`src/hdl/lifo_room_allocator_unit_defines.svh`:
```
// assertion macros for the lifo room allocator
`ifndef LIFO_ROOM_ALLOCATOR_UNIT_DEFINES_SVH
`define LIFO_ROOM_ALLOCATOR_UNIT_DEFINES_SVH

// same-cycle implication, masked while reset is asserted
`define LRA_ASSERT_IMPL(label, clk_s, rstn_s, ante, cons) \
    label: assert property (@(posedge clk_s) disable iff (!rstn_s) (ante) |-> (cons)) \
        else $error("lra: same-cycle check failed");

// next-cycle implication, masked while reset is asserted
`define LRA_ASSERT_NEXT(label, clk_s, rstn_s, ante, cons) \
    label: assert property (@(posedge clk_s) disable iff (!rstn_s) (ante) |=> (cons)) \
        else $error("lra: next-cycle check failed");

`endif

```
`src/hdl/lra_pkg.sv`:
```
// shared types, constants and helpers for the lifo room allocator
package lra_pkg;

    localparam int ID_W               = 10;
    localparam int ROOM_OUT_W         = 11;
    localparam int DEF_MAX_REQUESTERS = 1024;
    localparam int DEF_MAX_ROOMS      = 1024;
    localparam int RECIP_SH           = 20;

    typedef enum logic [1:0] {
        ST_CLEAR,
        ST_IDLE,
        ST_REDUCE,
        ST_COMMIT
    } lra_state_t;

    typedef struct packed {
        logic clear;
        logic accept;
        logic reduce;
        logic commit;
    } lra_cmd_t;

    typedef struct packed {
        logic clear_last;
    } lra_status_t;

    // id needs a modulo step when the map is smaller than the id space and not a power of two
    function automatic bit lra_need_mod(input int max_req);
        bit small_map;
        bit pow2;
        small_map = max_req < (1 << ID_W);
        pow2      = (max_req & (max_req - 1)) == 0;
        return small_map && !pow2;
    endfunction

endpackage

```
`src/hdl/lra_ctrl.sv`:
```
// controller state machine: clearing pass, item accept and commit sequencing
module lra_ctrl #(
    parameter int MAX_REQUESTERS = lra_pkg::DEF_MAX_REQUESTERS
) (
    input  logic                clk,
    input  logic                rst_n,
    input  logic                in_valid,
    output logic                in_ready,
    output logic                out_valid,
    input  logic                out_ready,
    input  lra_pkg::lra_status_t status,
    output lra_pkg::lra_cmd_t    cmd
);
    import lra_pkg::*;

    localparam bit NEED_MOD = lra_need_mod(MAX_REQUESTERS);

    lra_state_t state_reg;
    lra_state_t state_next;
    logic       out_valid_reg;
    logic       out_valid_next;

    always_comb
    begin
        state_next = state_reg;
        unique case (state_reg)
            ST_CLEAR:
            begin
                if (status.clear_last)
                    state_next = ST_IDLE;
            end
            ST_IDLE:
            begin
                if (in_valid)
                    state_next = NEED_MOD ? ST_REDUCE : ST_COMMIT;
            end
            ST_REDUCE:
            begin
                state_next = ST_COMMIT;
            end
            ST_COMMIT:
            begin
                if (!out_valid_reg || out_ready)
                    state_next = ST_IDLE;
            end
            default:
            begin
                state_next = ST_CLEAR;
            end
        endcase
    end

    always_comb
    begin
        cmd      = '0;
        in_ready = 1'b0;
        unique case (state_reg)
            ST_CLEAR:
            begin
                cmd.clear = 1'b1;
            end
            ST_IDLE:
            begin
                in_ready   = 1'b1;
                cmd.accept = in_valid;
            end
            ST_REDUCE:
            begin
                cmd.reduce = 1'b1;
            end
            ST_COMMIT:
            begin
                // hold the item until the output register is free
                cmd.commit = !out_valid_reg || out_ready;
            end
            default:
            begin
                cmd = '0;
            end
        endcase
    end

    always_comb
    begin
        if (cmd.commit)
            out_valid_next = 1'b1;
        else if (out_ready)
            out_valid_next = 1'b0;
        else
            out_valid_next = out_valid_reg;
    end

    always_ff @(posedge clk or negedge rst_n)
    begin
        if (!rst_n)
        begin
            state_reg     <= ST_CLEAR;
            out_valid_reg <= 1'b0;
        end
        else
        begin
            state_reg     <= state_next;
            out_valid_reg <= out_valid_next;
        end
    end

    assign out_valid = out_valid_reg;

endmodule

```
`config.mk`:
```
export PLATFORM = sky130hd
export DESIGN_NAME = lra_ctrl
export DESIGN_NICKNAME = d
export VERILOG_FILES = /design/src/hdl/lifo_room_allocator_unit_defines.svh /design/src/hdl/lra_pkg.sv /design/src/hdl/lra_ctrl.sv
export SDC_FILE = /design/constraint.sdc
export NUM_CORES = 1
export LEC_CHECK = 0
export ABC_CLOCK_PERIOD_IN_PS = 3400
export BUFFER_PORTS_ARGS = -buffer_cell sky130_fd_sc_hd__buf_2
export CAP_MARGIN = 0
export CORE_AREA = 2 2 39 41
export DETAILED_ROUTE_END_ITERATION = 16
export DIE_AREA = 0 0 41 43
export PLACE_DENSITY = 0.36
export SYNTH_ARGS = -nofsm -noshare
export SYNTH_HDL_FRONTEND = slang
export SYNTH_SLANG_ARGS = --single-unit
```
`constraint.sdc`:
```
create_clock -name clk -period 3.4 [get_ports clk]
set_input_delay 0.34 -clock clk [delete_from_list [all_inputs] [get_ports clk]]
set_output_delay 0.34 -clock clk [all_outputs]
set_load 0.02 [all_outputs]
```
# ---- After elaboration in Yosys (flattened, before gate mapping)
# Cells that the tools add are included.
dict set report word_totals {
  ff_bits 3
  latchBits 0
  ramBits 0
  romBits 0
  in_bits 5
  output_inout_bits 6
  n_memories 0
}
dict set report classes {
  addsub 0
  mul 0
  div_mod_pow 0
  order_cmp 0
  n_eq_ne 6
  shifts 0
  n_mux 11
  bitwise_logic 0
  n_reduce_logical 5
}
# cell n
set op_table {}
lappend op_table {{$pmux 2 s4} 1}
lappend op_table {{$mux 1} 7}
lappend op_table {{$mux 2} 3}
lappend op_table {{$ne 2x2->1 const B} 3}
lappend op_table {{$eq 2x2->1 const B} 2}
lappend op_table {{$reduce_and 3->1} 1}
lappend op_table {{$eq 2x1->1 const B} 1}
lappend op_table {{$logic_not 2->1} 1}
lappend op_table {{$reduce_bool 2->1} 1}
lappend op_table {{$logic_not 1->1} 1}
lappend op_table {{$logic_or 1x1->1} 1}

# ---- Longest topological paths before layout
dict set report depth {
  depth_word 4
  mapped_depth 5
  depth_no_buf 5
}

# ---- Worst setup path before layout
# No wires, ideal clock.
dict set report synth_path {
  path_type {reg2reg}
  from {register state_reg[1]}
  to {register state_reg[1]}
  t_arrival_ps 1390
  slack_ps 1883
  stages_incl_launch_ff 6
  n_path_buf 0
  period_less_slack_ps 1517
  path_cell_list {dfrtp_1 > inv_1 > ha_1 > clkinv_1 > o221ai_2 > mux2_1}
}
dict set report synth_via {
  elab_chain_len 3
}
# element line_no
set synth_rtl {}
lappend synth_rtl {{start: declaration} lra_ctrl.sv:18} ;# lra_state_t state_reg;
lappend synth_rtl {{start signal: assignment} lra_ctrl.sv:102} ;# state_reg <= state_next;
lappend synth_rtl {{$eq 2x2->1 (tied with other cells)} lra_ctrl.sv:26} ;# unique case (state_reg)
lappend synth_rtl {{$ne 2x2->1 (no source line)} -}
lappend synth_rtl {{$reduce_and 3->1 (no source line)} -}
# Several ways; a longest one is shown, not always the timed one.
# A chain may end at the register's enable or synchronous reset.

==> metrics <==
outcome=complete, no violations; number of enable-type register cells in the synthesized netlist=0; drt wl/cell=8.02 um; first-pass GRT wire length=565 um; via density per instance=3.66; DRT Pass-1 Iters=2; post-layout worst setup margin=1870 ps; DP HPWL=346 um; Cell Rows=14; number of inserted filler cells in the final layout=164; post-synthesis cell area=214 um2; worst ir drop on vdd=165 uV; post-route standard cell area excluding fillers=313 um2; total number of H-tree levels=1; final setup vio count=0; maximum clock insertion buffer count=2; antenna violations before repair=0; Synth-to-Final Area Change=46.2%; Post-Syn Area per Cell=10.7 um2; register area share after synthesis=35.1%; clock tree from TritonCTS=built; clock-pin slew on the worst setup and hold paths=40 ps; number of nets with antenna violations after detailed routing=0; CTS buffer count=3; worst path required time=3060 ps; cell types occupying the most area after synthesis=sky130_fd_sc_hd__dfrtp_1 35%, sky130_fd_sc_hd__ha_1 23%, sky130_fd_sc_hd__o221ai_2 7.0%; maximum number of pins on one net before global-route repair=5; height of the chip=43 um; Core ar.=1380 um2; Critical Path Source Type=flop; number of DRC violations after detailed-routing iteration 0=3; met3 Usage GRT=4.71%; final critical-path share of the clock period=45.0%; Starting Density=15.5%; cell at the root of the clock tree=sky130_fd_sc_hd__clkbuf_4; Worst slew margin=87.4%; cell type with the largest total area after synthesis=sky130_fd_sc_hd__dfrtp_1; # IOs=11; power density normalized to cell area=750 nW/um2; unrepaired setup endpoints after global routing=false; # port buffers=10; Crit path arrival time=1190 ps; maximum fanout along the worst path=4; vias in the first global route=166; # DRC=0; post-placement worst setup slack=1970 ps; number of synthesis warnings=0; Hold WS=403 ps; Clock Sink Count=3; Final Max Tran Viols=0; top_reg_cell synth=sky130_fd_sc_hd__dfrtp_1; Layout Skew=5.54 ps; Crit. End Element=output pin; peak clock frequency supported by timing=0.653 GHz; number of flip-flops in the largest register=2; Via Count=183; width of the die=41 um; Static Leak=0.169 nW; aggregate global routing overflow=0; number of hold-slack violations in the final timing report=0; peak-usage layer in the global routing report=met4; worst reg2reg path startpoint=state_reg[1]$_DFFE_PN0P_; transition at the pin with the smallest max-transition slack=188 ps; share of cells above drive strength 1=44.1%; Inserted Diodes=0; most frequent cell after synthesis=sky130_fd_sc_hd__ha_1; proportion of netlist area held by the largest area contributor=35.1%; Synth cell types=11; start point of the worst hold path=out_ready; total placed instance area=277 um2; final net count=44; async set or reset register ratio after synthesis=100%; die area=1760 um2; Final Wtd Congestion=0.558; most frequent cells after synthesis=4 x sky130_fd_sc_hd__ha_1, 3 x sky130_fd_sc_hd__dfrtp_1; Synth Instances=20; number of synthesized register bits=3; Detailed Route WL=401 um; met2 Use GR=7.19%; M1 GR Usage=4.55%; CP startpoint=state_reg[1]$_DFFE_PN0P_; Clock Latency Late Sink=240 ps; all-layer global routing usage=5.84%; fin crit period=1530 ps; Post-Syn Nets=29; hold crit path type=in -> reg; worst setup path category=reg -> out; Fin Setup TNS=0 ps; # Max-Cap Violations=0
## timing repair
action                                  CTS  global route
endpoints found under the hold margin     3             0
hold buffers                              1             0
gates resized for setup                   0             0
endpoints found under the setup margin    0             0
buffers inserted                          0             0
## final cells by class
type                       count  area, um2  area share (%)
clock buffer                   4       26.3            8.40
multi-input combinational     12        116            37.2
timing repair buffer          11       60.1            19.2
sequential                     3       75.1            24.0
inverter                       4       15.0            4.80
tap                           16       20.0            6.40
## cell usage in the layout, fill, tap and decap left out
master	count
sky130_fd_sc_hd__dlygate4sd3_1	1
sky130_fd_sc_hd__buf_2	10
sky130_fd_sc_hd__inv_1	2
sky130_fd_sc_hd__clkbuf_4	3
sky130_fd_sc_hd__clkinv_1	2
sky130_fd_sc_hd__clkbuf_1	1
sky130_fd_sc_hd__nand2b_4	1
sky130_fd_sc_hd__mux2_1	1
sky130_fd_sc_hd__nand2_1	2
sky130_fd_sc_hd__and2_1	2
sky130_fd_sc_hd__o221ai_2	1
sky130_fd_sc_hd__ha_1	4
sky130_fd_sc_hd__nand2b_1	1
sky130_fd_sc_hd__dfrtp_1	3
## report_power, final
group	leakage [nW]	internal [W]	switching, W
Clock	0.0150	0.0000441	0.0000199
Combinational	0.123	0.0000456	0.0000647
Sequential	0.0311	0.0000480	0.0000125
Total	0.169	0.000138	0.0000970
## worst paths after layout
kind                                             to  slack (ps)  cells after the start
max                                          cmd[2]        1870                      4
min                           out_valid$_DFFE_PN0P_         400                      3
max reg2reg                state_reg[1]$_DFFE_PN0P_        1970                      5
min reg2reg                state_reg[0]$_DFFE_PN0P_         550                      2
max in group asynchronous     out_valid$_DFFE_PN0P_        2860                      2
min in group asynchronous  state_reg[0]$_DFFE_PN0P_         430                      2
## metrics by stage
| stage | std cells | total power [W] | utilization (%) |
|---|---|---|---|
| after floorplan | 20 | 0.000148 | - |
| after global placement | 45 | 0.000170 | 20.0 |
| after detailed placement | 45 | 0.000173 | 20.0 |
| after CTS | 50 | 0.000241 | 22.6 |
| after global routing | 50 | 0.000255 | 22.6 |
| final | 50 | 0.000235 | 22.6 |
## worst max-delay path, stage by stage (launching register included)
cell,delay [ps]
sky130_fd_sc_hd__dfrtp_1,380
sky130_fd_sc_hd__inv_1,70
sky130_fd_sc_hd__ha_1,210
sky130_fd_sc_hd__and2_1,140
sky130_fd_sc_hd__buf_2,150
## cell families (layout without fill, tap and decap cells)
family                   after synthesis  in the layout  share of synthesized area, %
AO/OA/AOI/OAI                          1              1                          7.02
adder cells (fa/ha/maj)                4              4                          23.4
buffers and inverters                  5             19                          10.5
flip-flops                             3              3                          35.1
multiplexers                           1              1                          5.26
AND/OR/NAND/NOR                        6              6                          18.7
## routing by layer
layer | wire length (um) | part of all wire [%] | vias to the layer above
li1 | - | - | 89
met1 | 146 | 36 | 85
met2 | 202 | 50 | 7
met3 | 34 | 8.5 | 2
met4 | 18 | 4.5 | 0
met5 | 0 | 0 | -
No activity file was read; power rests on OpenSTA's default activity.
